$ cat config.mk
export PLATFORM = sky130hd
export DESIGN_NAME = infix_to_postfix_converter_top
export DESIGN_NICKNAME = d
export VERILOG_FILES = /design/src/hdl/itp_pkg.sv /design/src/hdl/infix_to_postfix_converter_top.sv /design/src/hdl/itp_ctrl.sv /design/src/hdl/itp_dpath.sv
export SDC_FILE = /design/constraint.sdc
export NUM_CORES = 1
export LEC_CHECK = 0
export BUFFER_PORTS_ARGS = -buffer_cell sky130_fd_sc_hd__buf_2
export CORE_ASPECT_RATIO = 1.1
export CORE_MARGIN = 5
export CORE_UTILIZATION = 38
export CTS_BUF_LIST = sky130_fd_sc_hd__clkbuf_8
export DETAILED_ROUTE_END_ITERATION = 10
export PLACE_DENSITY = 0.56
export SLEW_MARGIN = 15
export SYNTH_ARGS = -nofsm -noshare
export SYNTH_HDL_FRONTEND = slang
export SYNTH_HIERARCHICAL = 1
export SYNTH_SLANG_ARGS = --single-unit
$ cat constraint.sdc
create_clock -name clk -period 6 [get_ports clk]
set_input_delay 0.9 -clock clk [delete_from_list [all_inputs] [get_ports clk]]
set_output_delay 0.9 -clock clk [all_outputs]
set_load 0.02 [all_outputs]
$ cat src/hdl/itp_pkg.sv
`default_nettype none
// ----------------------------------------------------------------------------
// itp_pkg
// Types, character codes and helper functions shared by the infix-to-postfix
// converter: payload structs, controller states, command and status bundles.
// ----------------------------------------------------------------------------
package itp_pkg;

	localparam int STACK_DEPTH_DEF = 32;

	localparam logic [7:0] CH_CARET  = 8'h5E;
	localparam logic [7:0] CH_STAR   = 8'h2A;
	localparam logic [7:0] CH_SLASH  = 8'h2F;
	localparam logic [7:0] CH_PLUS   = 8'h2B;
	localparam logic [7:0] CH_MINUS  = 8'h2D;
	localparam logic [7:0] CH_LPAREN = 8'h28;
	localparam logic [7:0] CH_RPAREN = 8'h29;
	localparam logic [7:0] CH_NUL    = 8'h00;

	typedef logic [1:0] rank_t;

	localparam rank_t RANK_NONE = 2'd0;
	localparam rank_t RANK_ADD  = 2'd1;
	localparam rank_t RANK_MUL  = 2'd2;
	localparam rank_t RANK_POW  = 2'd3;

	typedef struct packed {
		logic [7:0] char_in;
		logic       expr_end;
	} itp_in_t;

	typedef struct packed {
		logic [7:0] char_out;
		logic       has_char;
		logic       run_last;
		logic       overflow;
	} itp_out_t;

	typedef enum logic [1:0] {
		CLS_OPERAND,
		CLS_LPAREN,
		CLS_RPAREN,
		CLS_OPER
	} cls_t;

	typedef enum logic [2:0] {
		S_IDLE,
		S_EVAL,
		S_CLOSE,
		S_OPER,
		S_FETCH,
		S_FLUSH,
		S_TAIL
	} state_t;

	typedef struct packed {
		logic load;
		logic emit;
		logic emit_top;
		logic pop;
		logic push;
		logic fetch;
		logic tail;
	} itp_cmd_t;

	typedef struct packed {
		cls_t cls;
		logic last;
		logic count_zero;
		logic top_lparen;
		logic top_ge;
		logic emit_ok;
		logic out_free;
		logic pend_v;
	} itp_sts_t;

	function automatic rank_t rank_of(input logic [7:0] c);
		rank_t r;
		if (c == CH_CARET) begin
			r = RANK_POW;
		end else if (c == CH_STAR || c == CH_SLASH) begin
			r = RANK_MUL;
		end else if (c == CH_PLUS || c == CH_MINUS) begin
			r = RANK_ADD;
		end else begin
			r = RANK_NONE;
		end
		return r;
	endfunction

	function automatic cls_t classify(input logic [7:0] c);
		cls_t k;
		if ((c >= 8'h61 && c <= 8'h7A) || (c >= 8'h41 && c <= 8'h5A) ||
			(c >= 8'h30 && c <= 8'h39)) begin
			k = CLS_OPERAND;
		end else if (c == CH_LPAREN) begin
			k = CLS_LPAREN;
		end else if (c == CH_RPAREN) begin
			k = CLS_RPAREN;
		end else begin
			k = CLS_OPER;
		end
		return k;
	endfunction

endpackage
`default_nettype wire

$ cat src/hdl/infix_to_postfix_converter_top.sv
`default_nettype none
// ----------------------------------------------------------------------------
// infix_to_postfix_converter_top
// Shunting-yard converter: one infix character in per item, postfix
// characters out as result items.
//
// Input channel req_*: one character and an end-of-expression flag per item.
// Output channel rsp_*: one postfix character per item, or an end marker
// (has_char low) when the final input produced nothing; run_last marks the
// last result of an expression, overflow is the sticky full-stack flag.
// Items are taken one at a time: req_stall is low only while the controller
// is idle. Each pop, of an entry sent to the output or of a dropped '(',
// is followed by a refill of the top entry, because the stack memory read is
// registered and the new top is reloaded the cycle after each pop.
// One result is held back until the next is known, so the last result of an
// item reaches the output register as the item ends.
// Reset empties the stack, clears the overflow flag and drops any result.
// While rsp_stall is high the output register holds; once the held slot is
// also full, popping pauses and the input side stays stalled.
// ----------------------------------------------------------------------------
module infix_to_postfix_converter_top
	import itp_pkg::*;
#(
	parameter int STACK_DEPTH = STACK_DEPTH_DEF
) (
	input  wire logic    clk,
	input  wire logic    arst_n,
	input  wire logic    req_valid,
	output logic         req_stall,
	input  wire itp_in_t req_item,
	output logic         rsp_valid,
	input  wire logic    rsp_stall,
	output itp_out_t     rsp_item
);

	itp_cmd_t cmd;
	itp_sts_t sts;
	logic     idle;

	itp_ctrl u_ctrl (
		.clk      (clk),
		.arst_n   (arst_n),
		.in_valid (req_valid),
		.sts      (sts),
		.cmd      (cmd),
		.idle     (idle)
	);

	itp_dpath #(
		.STACK_DEPTH (STACK_DEPTH)
	) u_dpath (
		.clk       (clk),
		.arst_n    (arst_n),
		.in_item   (req_item),
		.cmd       (cmd),
		.sts       (sts),
		.out_valid (rsp_valid),
		.out_stall (rsp_stall),
		.out_item  (rsp_item)
	);

	assign req_stall = !idle;

	a_pop_nonempty: assert property (@(posedge clk) disable iff (!arst_n)
		cmd.pop |-> !sts.count_zero)
		else $error("pop from empty stack");

	a_push_pop_excl: assert property (@(posedge clk) disable iff (!arst_n)
		!(cmd.push && cmd.pop))
		else $error("push and pop in the same cycle");

	a_accept_clean: assert property (@(posedge clk) disable iff (!arst_n)
		cmd.load |-> !sts.pend_v)
		else $error("item accepted while a result is still held");

	a_ovf_sticky: assert property (@(posedge clk) disable iff (!arst_n)
		(rsp_valid && rsp_item.overflow) |=> (!rsp_valid || rsp_item.overflow))
		else $error("overflow flag dropped on a later result");

endmodule
`default_nettype wire

$ cat src/hdl/itp_ctrl.sv
`default_nettype none
// ----------------------------------------------------------------------------
// itp_ctrl
// Controller state machine: sequences evaluation, pops, pushes, top-of-stack
// refills and the end-of-item handoff of the held result.
// ----------------------------------------------------------------------------
module itp_ctrl
	import itp_pkg::*;
(
	input  wire logic     clk,
	input  wire logic     arst_n,
	input  wire logic     in_valid,
	input  wire itp_sts_t sts,
	output itp_cmd_t      cmd,
	output logic          idle
);

	state_t state_q, state_d;
	state_t ret_q, ret_d;

	always_ff @(posedge clk or negedge arst_n) begin
		if (!arst_n) begin
			state_q <= S_IDLE;
			ret_q   <= S_IDLE;
		end else begin
			state_q <= state_d;
			ret_q   <= ret_d;
		end
	end

	always_comb begin
		state_d = state_q;
		ret_d   = ret_q;
		cmd     = '0;
		idle    = (state_q == S_IDLE);
		unique case (state_q)
			S_IDLE: begin
				if (in_valid) begin
					cmd.load = 1'b1;
					state_d  = S_EVAL;
				end
			end
			S_EVAL: begin
				unique case (sts.cls)
					CLS_OPERAND: begin
						if (sts.emit_ok) begin
							cmd.emit = 1'b1;
							state_d  = S_FLUSH;
						end
					end
					CLS_LPAREN: begin
						cmd.push = 1'b1;
						state_d  = S_FLUSH;
					end
					CLS_RPAREN: state_d = S_CLOSE;
					CLS_OPER:   state_d = S_OPER;
					default:    state_d = S_OPER;
				endcase
			end
			S_CLOSE: begin
				priority if (sts.count_zero) begin
					state_d = S_FLUSH;
				end else if (sts.top_lparen) begin
					cmd.pop = 1'b1;
					ret_d   = S_FLUSH;
					state_d = S_FETCH;
				end else if (sts.emit_ok) begin
					cmd.emit     = 1'b1;
					cmd.emit_top = 1'b1;
					cmd.pop      = 1'b1;
					ret_d        = S_CLOSE;
					state_d      = S_FETCH;
				end
			end
			S_OPER: begin
				if (!sts.count_zero && sts.top_ge) begin
					if (sts.emit_ok) begin
						cmd.emit     = 1'b1;
						cmd.emit_top = 1'b1;
						cmd.pop      = 1'b1;
						ret_d        = S_OPER;
						state_d      = S_FETCH;
					end
				end else begin
					cmd.push = 1'b1;
					state_d  = S_FLUSH;
				end
			end
			S_FETCH: begin
				cmd.fetch = 1'b1;
				state_d   = ret_q;
			end
			S_FLUSH: begin
				if (sts.last && !sts.count_zero) begin
					if (sts.emit_ok) begin
						cmd.emit     = 1'b1;
						cmd.emit_top = 1'b1;
						cmd.pop      = 1'b1;
						ret_d        = S_FLUSH;
						state_d      = S_FETCH;
					end
				end else begin
					state_d = S_TAIL;
				end
			end
			S_TAIL: begin
				if (!(sts.pend_v || sts.last) || sts.out_free) begin
					cmd.tail = 1'b1;
					state_d  = S_IDLE;
				end
			end
			default: state_d = S_IDLE;
		endcase
	end

endmodule
`default_nettype wire

$ cat src/hdl/itp_dpath.sv
`default_nettype none
// ----------------------------------------------------------------------------
// itp_dpath
// Datapath: operator stack memory with a registered top entry, stack count,
// sticky overflow flag, one-deep held result and the output register.
// ----------------------------------------------------------------------------
module itp_dpath
	import itp_pkg::*;
#(
	parameter int STACK_DEPTH = STACK_DEPTH_DEF
) (
	input  wire logic     clk,
	input  wire logic     arst_n,
	input  wire itp_in_t  in_item,
	input  wire itp_cmd_t cmd,
	output itp_sts_t      sts,
	output logic          out_valid,
	input  wire logic     out_stall,
	output itp_out_t      out_item
);

	localparam int AW = (STACK_DEPTH > 1) ? $clog2(STACK_DEPTH) : 1;
	localparam int CW = $clog2(STACK_DEPTH + 1);

	logic [7:0]    mem [STACK_DEPTH];
	logic [7:0]    rd_q;
	logic [7:0]    char_q;
	logic          last_q;
	logic [7:0]    top_q;
	logic [CW-1:0] count_q;
	logic          ovf_q;
	logic [7:0]    pend_char_q;
	logic          pend_ovf_q;
	logic          pend_v_q;
	itp_out_t      out_q;
	logic          out_v_q;

	logic          count_full;
	logic          do_write;
	logic [AW-1:0] wr_addr;
	logic [AW-1:0] rd_addr;
	logic [7:0]    emit_char;
	logic          out_free;
	logic          load_out;
	itp_out_t      out_d;

	assign count_full = (count_q == CW'(STACK_DEPTH));
	assign do_write   = cmd.push && !count_full;
	assign wr_addr    = count_q[AW-1:0];
	assign rd_addr    = AW'(count_q - CW'(2));
	assign emit_char  = cmd.emit_top ? top_q : char_q;
	assign out_free   = !out_v_q || !out_stall;
	assign load_out   = (cmd.emit && pend_v_q) || (cmd.tail && (pend_v_q || last_q));

	always_comb begin
		if (cmd.tail && !pend_v_q) begin
			out_d = '{char_out: CH_NUL, has_char: 1'b0, run_last: 1'b1,
				overflow: ovf_q};
		end else begin
			out_d = '{char_out: pend_char_q, has_char: 1'b1,
				run_last: cmd.tail && last_q, overflow: pend_ovf_q};
		end
	end

	always_ff @(posedge clk) begin
		if (do_write) begin
			mem[wr_addr] <= char_q;
		end
		rd_q <= mem[rd_addr];
	end

	always_ff @(posedge clk) begin
		if (cmd.load) begin
			char_q <= in_item.char_in;
			last_q <= in_item.expr_end;
		end
		if (do_write) begin
			top_q <= char_q;
		end else if (cmd.fetch) begin
			top_q <= rd_q;
		end
		if (cmd.emit) begin
			pend_char_q <= emit_char;
			pend_ovf_q  <= ovf_q;
		end
		if (load_out) begin
			out_q <= out_d;
		end
	end

	always_ff @(posedge clk or negedge arst_n) begin
		if (!arst_n) begin
			count_q  <= '0;
			ovf_q    <= 1'b0;
			pend_v_q <= 1'b0;
			out_v_q  <= 1'b0;
		end else begin
			if (do_write) begin
				count_q <= count_q + CW'(1);
			end else if (cmd.pop) begin
				count_q <= count_q - CW'(1);
			end
			if (cmd.push && count_full) begin
				ovf_q <= 1'b1;
			end
			if (cmd.emit) begin
				pend_v_q <= 1'b1;
			end else if (cmd.tail) begin
				pend_v_q <= 1'b0;
			end
			if (load_out) begin
				out_v_q <= 1'b1;
			end else if (!out_stall) begin
				out_v_q <= 1'b0;
			end
		end
	end

	always_comb begin
		sts.cls        = classify(char_q);
		sts.last       = last_q;
		sts.count_zero = (count_q == '0);
		sts.top_lparen = (top_q == CH_LPAREN);
		sts.top_ge     = (rank_of(top_q) >= rank_of(char_q));
		sts.emit_ok    = !pend_v_q || out_free;
		sts.out_free   = out_free;
		sts.pend_v     = pend_v_q;
	end

	assign out_valid = out_v_q;
	assign out_item  = out_q;

endmodule
`default_nettype wire
==> results.cfg <==
[finish]
utilization = 0.429
drive_above_1_share = 0.223
fin_nets = 831
syn_to_final_growth_pct = 11.7

[sta]
setup_violations = 0
tightest_slew_ns = 0.844
fmax_ghz = 0.208
rsz0062_at_grt = false
drv_slew = 0
skew_ns = 0.0213
period_minus_slack_ns = 4.80
fin_setup_tns_ns = 0
hold_viol_final = 0
post-route-period-util = 0.801
relSlewSlack = 0.436

[place]
place.gp.congestion = 0.795
post-dp-hpwl_um = 17100
numPortBuffers = 25

[die]
initial_core_util = 0.384
num_rows = 71
coreArea_sq_um = 34100
ioPinCount = 26
die_y_um = 205
die_area_sq_um = 38300
die_x_um = 187

[global_route]
grt_pass1_vias = 6973
grt-ovfl-total = 0
grt_start_max_net_pins = 55
grt_pass1_wl_um = 43100
antenna_found_initial = 1
grt_usage = 0.147

[clock_network]
cts_hold_buf = 0
cts_root_buf = clkbuf_8
cts_tree = built
cts.clk_slew.worst_paths_ns = 0.07
htreeDepth = 2
post_cts.resized_instances = 0
cts_made_buffers = 52
cts_sinks = 316
insertion_delay_ns = 0.59
cts_setup_buffers = 0
clock_path_buffers = 3

[drt]
drc = 0
antenna_left = 0
wirelength_um = 27900
drtPass1Iterations = 5
wire_per_inst_um = 21.7
viasPerCell = 5.27
drtIter0Drc = 465
via_count = 6779

[synth]
yosysWarnings = 6
synth_area_leaders = edfxtp_1 (67%), mux4_2 (11%), dfrtp_1 (2.9%), nand2_1 (1.8%), nor2_1 (1.6%)
async_flop_share = 0.0475
synth_nets = 776
synth_flop_cell = edfxtp_1
yosys-top-cells-count = edfxtp_1 (293), mux4_2 (66), nand2_1 (64)
synthesis.instances = 755
yosys.area.top_type = edfxtp_1
synth.cell_area_sq_um = 13100
synth_cell_type_count = 64
synth.most_common_cell = edfxtp_1
synth_top_area_share = 0.672
synth-seq-cells = 316
synth-seq-area-share = 0.713
avgSynthCellArea_sq_um = 17.3
synth-edff-count = 293

[critical_path]
end_kind = flop
start_kind = flop
worstPathRequired_ns = 6.44
worstPathMaxFanout = 19
cp_data_arrival_time_ns = 5.25
worstSetupPathType = flop to flop

[power]
power_density_nw_per_um2 = 468
ir_drop_uv = 189
power_uw = 6840
cellLeakagePower_uw = 0.00488

[status]
outcome = finished clean

[job]
cap_violations = 0

[min_path]
hp-class = input pin to async pin
per-layer routing:
| layer | vias to the layer above | track usage | part of all wire |
|---|---|---|---|
| li1 | 3082 | - | - |
| met1 | 3473 | 0.210 | 0.46 |
| met2 | 181 | 0.235 | 0.47 |
| met3 | 43 | 0.0247 | 0.048 |
| met4 | 0 | 0.0428 | 0.021 |
| met5 | - | 0 | 0 |
state kept, by name (all words and copies together), names as in the netlist, 3 cells and up:
name                 cells
u_dpath/count_q          6
u_dpath/top_q            8
u_dpath/char_q           8
u_dpath/out_item        11
u_ctrl/state_q           3
u_ctrl/ret_q             3
u_dpath/pend_char_q      8
u_dpath/rd_q             8
u_dpath/mem            256
critical path: stages, from the launching register on:
cell and delay [ns]:
edfxtp_1 0.76, nand2_1 0.19, or4b_1 0.56, mux2i_1 0.15, nand2_1 0.06, o21ai_1 0.10, ha_1 0.24, nand2b_1 0.14
a21o_1 0.21, nand2_1 0.08, a22oi_1 0.08, nor2_1 0.56, o31ai_2 0.15, buf_4 0.24, ha_1 0.30, a211oi_1 0.24
o21bai_1 0.12, a21oi_1 0.19, mux2i_1 0.21, mux2i_1 0.09
per-stage QoR:
stage | instance area (sq um) | hold slack, ns | cells | setup WS (ns)
floorplan | 13100 | 0.440 | 755 | 1.84
global placement | 13700 | 0.501 | 1194 | 1.29
detailed placement | 13700 | 0.505 | 1194 | 1.20
CTS | 14600 | 0.203 | 1285 | 1.19
global route | 14600 | 0.241 | 1286 | 0.659
finish | 14600 | 0.221 | 1286 | 1.20
path summary, 6_finish.rpt:
check	start	to	slack, ns	cells past startpoint
max in group asynchronous	arst_n	u_dpath/count_q[0]	5.46	1
worst min-delay path	arst_n	u_ctrl/state_q[2]	0.22	1
worst min register to register	u_dpath/pend_char_q[3]	u_dpath/out_item[6]	0.52	1
worst max register to register	u_dpath/char_q[4]	u_dpath/count_q[5]	1.20	19
min in group clk	req_item[4]	u_dpath/char_q[3]	0.49	1
worst max-delay path	u_dpath/char_q[4]	u_dpath/count_q[5]	1.20	19
layout by cell type (no fill, tap or decap), drive strengths merged, types with 17 or more instances in the layout:
master and n:
a21oi 22, buf 39, clkbuf 52, clkinv 19, edfxtp 293, inv 29, mux2i 17, mux4 66
nand2 65, nor2 57
cell type report:
cell class / instances / area [sq um]
Fill cell: 3065 / 19500
Sequential cell: 316 / 9340
Multi-Input combinational cell: 388 / 3490
Clock buffer: 52 / 716
Tap cell: 438 / 548
Clock inverter: 39 / 250
Timing Repair Buffer: 39 / 230
Inverter: 13 / 48.8
Antenna cell: 1 / 2.50
cell families after synthesis:
| family | count (synthesis) | share of synthesized area |
|---|---|---|
| multiplexers | 98 | 0.140 |
| AND/OR/NAND/NOR | 187 | 0.0677 |
| XOR/XNOR | 9 | 0.00602 |
| flip-flops | 316 | 0.713 |
| AO/OA/AOI/OAI | 86 | 0.0451 |
| buffers and inverters | 51 | 0.0204 |
| adder cells (fa/ha/maj) | 8 | 0.00822 |
power breakdown:
group / switching [uW] / leakage, uW / internal [uW]
Clock: 836 / 0.000548 / 938
Combinational: 1270 / 0.00145 / 940
Sequential: 166 / 0.00288 / 2690
Total: 2280 / 0.00488 / 4570
Note: power is estimated with default switching activity, not from simulation.
